## src/hw/rtl/countdown_led_bar_timer_macros.svh

```systemverilog
// Assertion macros shared by the timer RTL.
`ifndef COUNTDOWN_LED_BAR_TIMER_MACROS_SVH
`define COUNTDOWN_LED_BAR_TIMER_MACROS_SVH

// Same-cycle implication, disabled in reset.
`define CDT_ASSERT_NOW(lbl, clk, rst, ante, cons, msg) \
   lbl: assert property (@(posedge clk) disable iff (rst) (ante) |-> (cons)) \
      else $error(msg);

// Next-cycle implication, disabled in reset.
`define CDT_ASSERT_NEXT(lbl, clk, rst, ante, cons, msg) \
   lbl: assert property (@(posedge clk) disable iff (rst) (ante) |=> (cons)) \
      else $error(msg);

`endif

```

## src/hw/rtl/cdt_pkg.sv

```systemverilog
// Types and constants for the countdown light bar timer.
package cdt_pkg;

   localparam int NUM_LIGHTS_DEF = 30;
   localparam int QUEUE_DEPTH    = 2;
   localparam int IDX_W          = 6;   // light index width at the largest bar
   localparam int CSR_IDX_W      = 1;

   localparam logic [7:0] CFG_RESET     = 8'd50;
   localparam logic [4:0] SET_MIN_RESET = 5'd10;
   localparam logic [5:0] SEC_RELOAD    = 6'd59;
   localparam logic [7:0] MENU_START    = 8'd49;
   localparam logic [7:0] MENU_TOP      = 8'd127;
   localparam logic [7:0] MENU_CAP      = 8'd126;
   localparam logic [7:0] MENU_FLOOR    = 8'd50;
   localparam logic [7:0] MENU_STEP     = 8'd2;

   typedef enum logic [2:0] {
      FUNC_TICK    = 3'd0,
      FUNC_PLUS    = 3'd1,
      FUNC_MINUS   = 3'd2,
      FUNC_START   = 3'd3,
      FUNC_REFRESH = 3'd4
   } func_type;

   typedef enum logic [1:0] {
      MODE_INIT    = 2'd0,
      MODE_MAIN    = 2'd1,
      MODE_COUNT   = 2'd2,
      MODE_EXPIRED = 2'd3
   } mode_type;

   typedef enum logic [CSR_IDX_W-1:0] {
      CSR_BASE_INTENSITY = 1'b0,
      CSR_EXPIRED_RED    = 1'b1
   } csr_reg_type;

   // One frame to draw: bar of the last 'count' lights plus an optional marker.
   typedef struct packed {
      mode_type         mode;
      logic [4:0]       count;
      logic [7:0]       bar_r;
      logic [7:0]       bar_g;
      logic [7:0]       bar_b;
      logic             marker_en;
      logic [IDX_W-1:0] marker_idx;
      logic [7:0]       marker_g;
      logic [7:0]       marker_b;
   } frame_type;

endpackage

```

## src/hw/rtl/cdt_front.sv

```systemverilog
// Event front end: timer state, configuration and frame descriptors.
module cdt_front import cdt_pkg::*; #(
   parameter int NUM_LIGHTS = NUM_LIGHTS_DEF
) (
   input  logic                 clock,
   input  logic                 reset,
   input  logic                 req_push,
   input  logic [2:0]           req_func,
   input  logic [4:0]           req_second_phase,
   input  logic                 csr_write,
   input  logic [CSR_IDX_W-1:0] csr_index,
   input  logic [7:0]           csr_data,
   input  logic                 q_full,
   output logic                 q_push,
   output frame_type            q_frame
);

   localparam int LIMIT = (NUM_LIGHTS < 31) ? NUM_LIGHTS : 31;
   localparam logic [4:0] LIMIT_V = 5'(LIMIT);

   mode_type   mode_ff, mode_in, pend_ff, pend_in;
   logic [4:0] set_min_ff, set_min_in, min_left_ff, min_left_in;
   logic [5:0] sec_left_ff, sec_left_in;
   logic [7:0] menu_ff, menu_in;
   logic [4:0] bounce_ff, bounce_in;
   logic       rising_ff, rising_in;
   logic [7:0] base_ff, red_lvl_ff;

   logic       accept;
   logic [7:0] e_menu, step_menu;
   logic [4:0] e_min, e_bounce;
   logic [5:0] e_sec;
   logic       e_rising;

   assign accept = req_push && !q_full;

   always_comb begin
      mode_in     = mode_ff;
      pend_in     = pend_ff;
      set_min_in  = set_min_ff;
      min_left_in = min_left_ff;
      sec_left_in = sec_left_ff;
      menu_in     = menu_ff;
      bounce_in   = bounce_ff;
      rising_in   = rising_ff;
      q_push      = 1'b0;
      q_frame     = '0;
      e_menu      = menu_ff;
      e_min       = min_left_ff;
      e_sec       = sec_left_ff;
      e_bounce    = bounce_ff;
      e_rising    = rising_ff;
      step_menu   = menu_ff;
      if (accept) begin
         case (req_func)
            FUNC_TICK: begin
               if (mode_ff == MODE_COUNT) begin
                  if (sec_left_ff != '0) begin
                     sec_left_in = sec_left_ff - 6'd1;
                  end else if (min_left_ff != '0) begin
                     min_left_in = min_left_ff - 5'd1;
                     sec_left_in = SEC_RELOAD;
                  end else begin
                     pend_in = MODE_EXPIRED;
                  end
               end
            end
            FUNC_PLUS: begin
               if (mode_ff == MODE_MAIN && set_min_ff < LIMIT_V) begin
                  set_min_in = set_min_ff + 5'd1;
               end
            end
            FUNC_MINUS: begin
               if (mode_ff == MODE_MAIN && set_min_ff != '0) begin
                  set_min_in = set_min_ff - 5'd1;
               end
            end
            FUNC_START: begin
               pend_in = (mode_ff == MODE_MAIN) ? MODE_COUNT : MODE_MAIN;
            end
            FUNC_REFRESH: begin
               // mode entry actions
               if (pend_ff != mode_ff) begin
                  case (pend_ff)
                     MODE_MAIN: e_menu = MENU_START;
                     MODE_COUNT: begin
                        e_min = set_min_ff;
                        e_sec = '0;
                     end
                     MODE_EXPIRED: begin
                        e_bounce = '0;
                        e_rising = 1'b1;
                     end
                     default: ;
                  endcase
               end
               mode_in     = pend_ff;
               menu_in     = e_menu;
               min_left_in = e_min;
               sec_left_in = e_sec;
               bounce_in   = e_bounce;
               rising_in   = e_rising;
               q_frame.mode = pend_ff;
               case (pend_ff)
                  MODE_MAIN: begin
                     if (e_menu[0]) begin
                        step_menu = e_menu + MENU_STEP;
                        if (step_menu > MENU_TOP) step_menu = MENU_CAP;
                     end else begin
                        step_menu = e_menu - MENU_STEP;
                        if (step_menu < MENU_FLOOR) step_menu = MENU_START;
                     end
                     menu_in       = step_menu;
                     q_push        = 1'b1;
                     q_frame.count = set_min_ff;
                     q_frame.bar_g = step_menu;
                  end
                  MODE_COUNT: begin
                     q_push             = 1'b1;
                     q_frame.count      = e_min;
                     q_frame.bar_b      = base_ff;
                     q_frame.marker_en  = 7'(e_min) < 7'(NUM_LIGHTS);
                     q_frame.marker_idx = IDX_W'(NUM_LIGHTS - 1) - IDX_W'(e_min);
                     q_frame.marker_g   = base_ff + 8'(req_second_phase);
                     q_frame.marker_b   = base_ff;
                  end
                  MODE_EXPIRED: begin
                     if (e_rising) begin
                        if (e_bounce < LIMIT_V) bounce_in = e_bounce + 5'd1;
                        if (bounce_in >= LIMIT_V) rising_in = 1'b0;
                     end else begin
                        if (e_bounce != '0) bounce_in = e_bounce - 5'd1;
                        if (bounce_in == '0) rising_in = 1'b1;
                     end
                     q_push        = 1'b1;
                     q_frame.count = bounce_in;
                     q_frame.bar_r = red_lvl_ff;
                  end
                  default: pend_in = MODE_MAIN;
               endcase
            end
            default: ;
         endcase
      end
   end

   always_ff @(posedge clock) begin
      if (reset) begin
         mode_ff     <= MODE_INIT;
         pend_ff     <= MODE_INIT;
         set_min_ff  <= SET_MIN_RESET;
         min_left_ff <= '0;
         sec_left_ff <= '0;
         menu_ff     <= MENU_START;
         bounce_ff   <= '0;
         rising_ff   <= 1'b1;
         base_ff     <= CFG_RESET;
         red_lvl_ff  <= CFG_RESET;
      end else begin
         mode_ff     <= mode_in;
         pend_ff     <= pend_in;
         set_min_ff  <= set_min_in;
         min_left_ff <= min_left_in;
         sec_left_ff <= sec_left_in;
         menu_ff     <= menu_in;
         bounce_ff   <= bounce_in;
         rising_ff   <= rising_in;
         if (csr_write) begin
            if (csr_index == CSR_BASE_INTENSITY) base_ff <= csr_data;
            if (csr_index == CSR_EXPIRED_RED) red_lvl_ff <= csr_data;
         end
      end
   end

endmodule

```

## src/hw/rtl/cdt_queue.sv

```systemverilog
// Short frame descriptor queue between front end and drawing engine.
`include "countdown_led_bar_timer_macros.svh"
module cdt_queue import cdt_pkg::*; #(
   parameter int DEPTH = QUEUE_DEPTH
) (
   input  logic      clock,
   input  logic      reset,
   input  logic      q_push,
   input  frame_type q_wdata,
   output logic      q_full,
   input  logic      q_pop,
   output logic      q_empty,
   output frame_type q_rdata
);

   localparam int PTR_W = $clog2(DEPTH);
   localparam int CNT_W = $clog2(DEPTH + 1);

   frame_type        mem_ff [DEPTH];
   logic [PTR_W-1:0] wr_ptr_ff, rd_ptr_ff;
   logic [CNT_W-1:0] count_ff;

   assign q_full  = count_ff == CNT_W'(DEPTH);
   assign q_empty = count_ff == '0;
   assign q_rdata = mem_ff[rd_ptr_ff];

   function automatic logic [PTR_W-1:0] wrap_inc(input logic [PTR_W-1:0] p);
      wrap_inc = (p == PTR_W'(DEPTH - 1)) ? '0 : p + PTR_W'(1);
   endfunction

   always_ff @(posedge clock) begin
      if (q_push) mem_ff[wr_ptr_ff] <= q_wdata;
   end

   always_ff @(posedge clock) begin
      if (reset) begin
         wr_ptr_ff <= '0;
         rd_ptr_ff <= '0;
         count_ff  <= '0;
      end else begin
         if (q_push) wr_ptr_ff <= wrap_inc(wr_ptr_ff);
         if (q_pop) rd_ptr_ff <= wrap_inc(rd_ptr_ff);
         if (q_push && !q_pop) count_ff <= count_ff + CNT_W'(1);
         else if (q_pop && !q_push) count_ff <= count_ff - CNT_W'(1);
      end
   end

   `CDT_ASSERT_NOW(a_no_pop_empty, clock, reset, q_pop, !q_empty, "frame queue popped when empty")
   `CDT_ASSERT_NOW(a_no_push_full, clock, reset, q_push, !q_full, "frame queue pushed when full")
   `CDT_ASSERT_NEXT(a_count_up, clock, reset, q_push && !q_pop, count_ff != '0, "frame queue count lost a push")

endmodule

```

## src/hw/rtl/cdt_back.sv

```systemverilog
// Drawing engine: expands one frame descriptor into one word per light.
`include "countdown_led_bar_timer_macros.svh"
module cdt_back import cdt_pkg::*; #(
   parameter int NUM_LIGHTS = NUM_LIGHTS_DEF
) (
   input  logic       clock,
   input  logic       reset,
   input  logic       q_empty,
   input  frame_type  q_rdata,
   output logic       q_pop,
   output logic       rsp_empty,
   input  logic       rsp_pop,
   output logic [4:0] rsp_pixel_index,
   output logic [7:0] rsp_red,
   output logic [7:0] rsp_green,
   output logic [7:0] rsp_blue,
   output logic [1:0] rsp_mode_now,
   output logic       rsp_last_pixel
);

   localparam int LIGHT_W = $clog2(NUM_LIGHTS);
   localparam logic [LIGHT_W-1:0] LAST_IDX = LIGHT_W'(NUM_LIGHTS - 1);

   logic               busy_ff;
   logic [LIGHT_W-1:0] idx_ff;
   frame_type          frame_ff;
   logic               out_valid_ff;
   logic [4:0]         out_idx_ff;
   logic [7:0]         out_r_ff, out_g_ff, out_b_ff;
   mode_type           out_mode_ff;
   logic               out_last_ff;

   logic       adv, last, lit, on_marker;
   logic [7:0] r_in, g_in, b_in;

   assign adv       = !out_valid_ff || rsp_pop;
   assign last      = idx_ff == LAST_IDX;
   assign q_pop     = !q_empty && (!busy_ff || (adv && last));
   assign lit       = 7'(idx_ff) + 7'(frame_ff.count) >= 7'(NUM_LIGHTS);
   assign on_marker = frame_ff.marker_en && IDX_W'(idx_ff) == frame_ff.marker_idx;

   always_comb begin
      r_in = '0;
      g_in = '0;
      b_in = '0;
      if (on_marker) begin
         g_in = frame_ff.marker_g;
         b_in = frame_ff.marker_b;
      end else if (lit) begin
         r_in = frame_ff.bar_r;
         g_in = frame_ff.bar_g;
         b_in = frame_ff.bar_b;
      end
   end

   always_ff @(posedge clock) begin
      if (reset) begin
         busy_ff      <= 1'b0;
         idx_ff       <= '0;
         out_valid_ff <= 1'b0;
      end else begin
         if (adv) out_valid_ff <= busy_ff;
         if (q_pop) begin
            busy_ff <= 1'b1;
            idx_ff  <= '0;
         end else if (busy_ff && adv) begin
            if (last) begin
               busy_ff <= 1'b0;
               idx_ff  <= '0;
            end else begin
               idx_ff <= idx_ff + LIGHT_W'(1);
            end
         end
      end
   end

   always_ff @(posedge clock) begin
      if (q_pop) frame_ff <= q_rdata;
      if (adv && busy_ff) begin
         out_idx_ff  <= 5'(idx_ff);
         out_r_ff    <= r_in;
         out_g_ff    <= g_in;
         out_b_ff    <= b_in;
         out_mode_ff <= frame_ff.mode;
         out_last_ff <= last;
      end
   end

   assign rsp_empty       = !out_valid_ff;
   assign rsp_pixel_index = out_idx_ff;
   assign rsp_red         = out_r_ff;
   assign rsp_green       = out_g_ff;
   assign rsp_blue        = out_b_ff;
   assign rsp_mode_now    = out_mode_ff;
   assign rsp_last_pixel  = out_last_ff;

   `CDT_ASSERT_NEXT(a_emit, clock, reset, busy_ff && adv, out_valid_ff, "light word not emitted")
   `CDT_ASSERT_NOW(a_idle_idx, clock, reset, !busy_ff, idx_ff == '0, "light index not parked")
   `CDT_ASSERT_NOW(a_last_pos, clock, reset, out_valid_ff && out_last_ff, out_idx_ff == 5'(LAST_IDX), "frame end flag on wrong light")

endmodule

```

## src/hw/rtl/countdown_led_bar_timer.sv

```systemverilog
// Top level of the countdown light bar timer.
// Usage:
//  Events enter on the req_ queue port (push/full): func and second_phase. Ticks,
//  plus, minus and start update the timer state and give no words. A refresh
//  gives one word per light on the rsp_ queue port (empty/pop), lights in order,
//  last_pixel set on the final one; a refresh in init mode gives none.
//  Configuration (csr_write, csr_index, csr_data) sets the countdown blue level
//  and the expired red level; write it while the block is idle.
//  Path: a refresh passes the frame queue, the engine's frame register and the
//  output word register. Throughput: the drawing engine emits one light word
//  per cycle while the receiver does not stall; frames follow each other
//  without a gap. Events are taken one per cycle while the frame queue
//  (QUEUE_DEPTH frames) has room. When the receiver stalls, the output word holds,
//  the engine waits, the frame queue fills and then full rises; every event waits.
//  Reset: synchronous; clears the timer to init mode, 10 set minutes, both
//  levels to 50, and empties the queue and output.
module countdown_led_bar_timer import cdt_pkg::*; #(
   parameter int NUM_LIGHTS = NUM_LIGHTS_DEF
) (
   input  logic                 clock,
   input  logic                 reset,
   input  logic                 req_push,
   output logic                 req_full,
   input  logic [2:0]           req_func,
   input  logic [4:0]           req_second_phase,
   output logic                 rsp_empty,
   input  logic                 rsp_pop,
   output logic [4:0]           rsp_pixel_index,
   output logic [7:0]           rsp_red,
   output logic [7:0]           rsp_green,
   output logic [7:0]           rsp_blue,
   output logic [1:0]           rsp_mode_now,
   output logic                 rsp_last_pixel,
   input  logic                 csr_write,
   input  logic [CSR_IDX_W-1:0] csr_index,
   input  logic [7:0]           csr_data
);

   logic      q_push, q_pop, q_full, q_empty;
   frame_type q_wdata, q_rdata;

   assign req_full = q_full;

   cdt_front #(.NUM_LIGHTS(NUM_LIGHTS)) u_front (
      .clock            (clock),
      .reset            (reset),
      .req_push         (req_push),
      .req_func         (req_func),
      .req_second_phase (req_second_phase),
      .csr_write        (csr_write),
      .csr_index        (csr_index),
      .csr_data         (csr_data),
      .q_full           (q_full),
      .q_push           (q_push),
      .q_frame          (q_wdata)
   );

   cdt_queue #(.DEPTH(QUEUE_DEPTH)) u_queue (
      .clock   (clock),
      .reset   (reset),
      .q_push  (q_push),
      .q_wdata (q_wdata),
      .q_full  (q_full),
      .q_pop   (q_pop),
      .q_empty (q_empty),
      .q_rdata (q_rdata)
   );

   cdt_back #(.NUM_LIGHTS(NUM_LIGHTS)) u_back (
      .clock           (clock),
      .reset           (reset),
      .q_empty         (q_empty),
      .q_rdata         (q_rdata),
      .q_pop           (q_pop),
      .rsp_empty       (rsp_empty),
      .rsp_pop         (rsp_pop),
      .rsp_pixel_index (rsp_pixel_index),
      .rsp_red         (rsp_red),
      .rsp_green       (rsp_green),
      .rsp_blue        (rsp_blue),
      .rsp_mode_now    (rsp_mode_now),
      .rsp_last_pixel  (rsp_last_pixel)
   );

endmodule
```

## config.mk

```make
export PLATFORM = sky130hd
export DESIGN_NAME = countdown_led_bar_timer
export DESIGN_NICKNAME = d
export VERILOG_FILES = /design/src/hw/rtl/cdt_pkg.sv /design/src/hw/rtl/cdt_front.sv /design/src/hw/rtl/cdt_queue.sv /design/src/hw/rtl/cdt_back.sv /design/src/hw/rtl/countdown_led_bar_timer.sv
export VERILOG_INCLUDE_DIRS = /design/src /design/src/hw/rtl
export SDC_FILE = /design/constraint.sdc
export NUM_CORES = 1
export LEC_CHECK = 0
export ABC_AREA = 1
export BUFFER_PORTS_ARGS = -buffer_cell sky130_fd_sc_hd__clkbuf_2
export CORE_ASPECT_RATIO = 1.4
export CORE_MARGIN = 2
export CORE_UTILIZATION = 31
export CTS_CLUSTER_DIAMETER = 30
export CTS_CLUSTER_SIZE = 10
export DETAILED_ROUTE_END_ITERATION = 16
export HOLD_SLACK_MARGIN = 0.02
export PLACE_DENSITY = 0.57
export SYNTH_ARGS = -nofsm -noshare
export SYNTH_HDL_FRONTEND = slang
export SYNTH_HIERARCHICAL = 1
export SYNTH_SLANG_ARGS = --single-unit
```

## constraint.sdc

```tcl
create_clock -name clock -period 6.8 [get_ports clock]
set_input_delay 0 -clock clock [delete_from_list [all_inputs] [get_ports clock]]
set_output_delay 0 -clock clock [all_outputs]
set_load 0.02 [all_outputs]
```

==> flow_summary.json <==
{
  "run_status": "finished clean",
  "drive_above_1_share": 0.180,
  "clkLatencyLatePin_ns": 0.52,
  "antenna_left": 0,
  "finalSetupTns_ns": 0,
  "diodes": 0,
  "rr_startpoint": "u_front/pend_ff[0]",
  "power-per-cell-area_nw_per_um2": 340,
  "cts_tree": "yes",
  "start_kind": "input pin",
  "vias": 7523,
  "drv_cap": 0,
  "synth_common_cells": "edfxtp_1, nand2_1, inv_1, nor2_1, a21oi_1",
  "yosysMostFrequentCell": "edfxtp_1",
  "total_power_mw": 4.73,
  "min_to": "u_front/sec_left_ff[2]",
  "synth.distinct_cells": 49,
  "h-tree-depth": 2,
  "yosysWarnings": 6,
  "final_nets": 1208,
  "grt_max_degree": 57,
  "finalClockSkew_ns": 0.0195,
  "syn_inst": 1064,
  "synth_compound_area_frac": 0.0675,
  "dp_hpwl_um": 16000,
  "finalCritPeriodShare": 0.384,
  "syn-num-nets": 1116,
  "end_kind": "flop",
  "max_slew_margin": 0.304,
  "crit_fanout": 54,
  "root_buffer": "clkbuf_16",
  "synth_area_leader_cell": "edfxtp_1",
  "wl_um": 22900,
  "synth_ff_type": "edfxtp_1",
  "setup.worst_path.class": "in2reg",
  "period_minus_slack_ns": 2.61,
  "cts_made_buffers": 38,
  "die_w_um": 168,
  "yosysSeqAreaShare": 0.602,
  "synthXorXnorAreaFrac": 0.0142,
  "hold_class": "in2reg",
  "post_cts_buffers": 0,
  "grt.total_usage": 0.117,
  "rrSetupSlack_ns": 4.24,
  "wl_per_cell_um": 13.8,
  "drt_pass1_iterations": 5,
  "r2r-end": "u_queue/mem_ff[0][32]",
  "async_flop_share": 0,
  "synth_top_area_share": 0.496,
  "vdd_drop_max_mv": 0.167,
  "muxShareOfSynthArea": 0.0678,
  "gp_congestion": 0.830,
  "die_area_um2": 39500,
  "start_util": 0.314,
  "netlist_area_um2": 11700,
  "grt_pass1_wl_um": 37200,
  "via_per_inst": 4.54,
  "cellLeakagePower_nw": 5.59,
  "crit_arrival_ns": 2.74,
  "clk_pin_slew_ns": 0.05,
  "max_freq_ghz": 0.383,
  "ys_ff_latch": 256,
  "clock-sinks": 256,
  "drv_slew": 0,
  "drt_iter0_drc": 280,
  "min_path_cells": 7,
  "synthTopCellsByArea": "edfxtp_1, dfxtp_1, mux2_4",
  "antenna_found_initial": 0,
  "cts_buffer_depth": 3,
  "hp-start": "req_func[2]",
  "setup_violations": 0,
  "grt_pass1_vias": 7475,
  "drc": 0,
  "area_delta_synth_final_pct": 18.5,
  "rows": 84,
  "io_pins": 56,
  "final_hold_viol_count": 0,
  "fp.coreArea_um2": 37400,
  "port-buffer-count": 55,
  "overflow": 0,
  "fp.dieH_um": 234,
  "synth_top_family_by_area": "simple AND/OR/NAND/NOR gates",
  "synth_edf_count": 194,
  "yosys.area_share.simple": 0.149,
  "tightest_slew_ns": 1.04,
  "required_ns": 6.93,
  "rsz0062_at_grt": "false",
  "rr_worst_depth": 16,
  "synthAdderAreaFrac": 0.0339,
  "syn_area_per_cell_um2": 11.0
}
-- worst max-delay path, stage by stage --
cell and delay (ns):
dlygate4sd3_1 0.54, clkbuf_2 0.12, nor2_1 0.16, nand2_1 0.30, inv_1 0.30, o21ai_0 0.16, nor2_1 0.29, inv_1 0.12
nor2_4 0.08, buf_4 0.59
-- report_power, final --
| group | switching (mW) | internal [mW] | leakage (nW) |
|---|---|---|---|
| Sequential | 0.127 | 1.97 | 2.31 |
| Combinational | 0.427 | 0.241 | 2.66 |
| Clock | 0.667 | 1.31 | 0.623 |
| Total | 1.22 | 3.51 | 5.59 |
-- through the flow --
stage                     instance area, µm²  hold slack, ns   util  worst slack (ns)  std cells
after global routing                   13900          0.0834  0.372              3.80       1658
after global placement                 12400           0.265  0.331              4.31       1568
after CTS                              13900          0.0329  0.372              4.21       1658
final                                  13900          0.0633  0.372              4.19       1658
after detailed placement               12400           0.268  0.331              4.23       1568
after floorplan                        11700          0.0691      -              3.03       1064
-- cells by family after synthesis --
logic type	count (synthesis)
muxes	54
adders and majority gates	30
DFF	256
xor gates and xnor gates	19
AOI/OAI and AO/OA	141
and+or+nand+nor	399
buffers and inverters	165
-- final cells by class --
cell class / count / area [µm²]
Timing Repair Buffer: 81 / 523
Sequential cell: 256 / 7070
Tap cell: 473 / 592
Clock inverter: 17 / 256
Inverter: 136 / 513
Multi-Input combinational cell: 643 / 3920
Fill cell: 3624 / 23500
Clock buffer: 52 / 1040
-- timing repair --
action,4_1_cts,5_1_grt
gates resized for setup,0,0
endpoints found under the hold margin,42,0
hold buffers,21,0
-- sequential cells by signal, indices dropped and copies added (netlist names), 6 cells and up, named ones only --
register / flops
u_front/sec_left_ff: 6
u_front/base_ff: 8
u_front/red_lvl_ff: 8
u_front/menu_ff: 8
u_back/rsp_red: 8
u_back/rsp_green: 8
u_queue/mem_ff: 108
u_back/frame_ff: 54
u_back/rsp_blue: 8
-- metal layers --
metal	share of wire	global-route usage
met1	0.41	0.129
met2	0.53	0.221
met3	0.041	0.0236
met4	0.023	0.0434
met5	0	0
-- worst max path at each step --
| stage | slack [ns] | end | cells past startpoint | from |
|---|---|---|---|---|
| 6_report | 4.19 | u_queue/mem_ff[0][45] | 10 | req_func[0] |
| 5_1_grt | 3.80 | u_queue/mem_ff[0][32] | 16 | u_front/pend_ff[0] |
| 4_1_cts | 4.21 | u_queue/mem_ff[0][45] | 10 | req_func[0] |
| 3_5_place_dp | 4.23 | u_queue/mem_ff[0][44] | 9 | req_func[0] |
| 3_3_place_gp | 4.31 | u_queue/mem_ff[0][27] | 9 | req_func[0] |
| 2_1_floorplan | 3.03 | u_queue/mem_ff[0][0] | 6 | u_queue/count_ff[0] |
-- placed cells by master, fill, tap and decap left out, types with 7 or more instances in the layout --
cell type	n
edfxtp_1	194
nand2_1	185
inv_1	125
nor2_1	103
a21oi_1	62
dfxtp_1	61
nand3_1	60
clkbuf_2	55
mux2_4	50
o21ai_0	41
clkbuf_16	39
ha_1	27
dlygate4sd3_1	21
xor2_1	16
clkbuf_1	11
nand4_1	11
inv_2	9
nor2_2	9
o21ai_1	7
a31oi_1	7
o211ai_1	7
No activity file was read; power rests on OpenSTA's default activity.
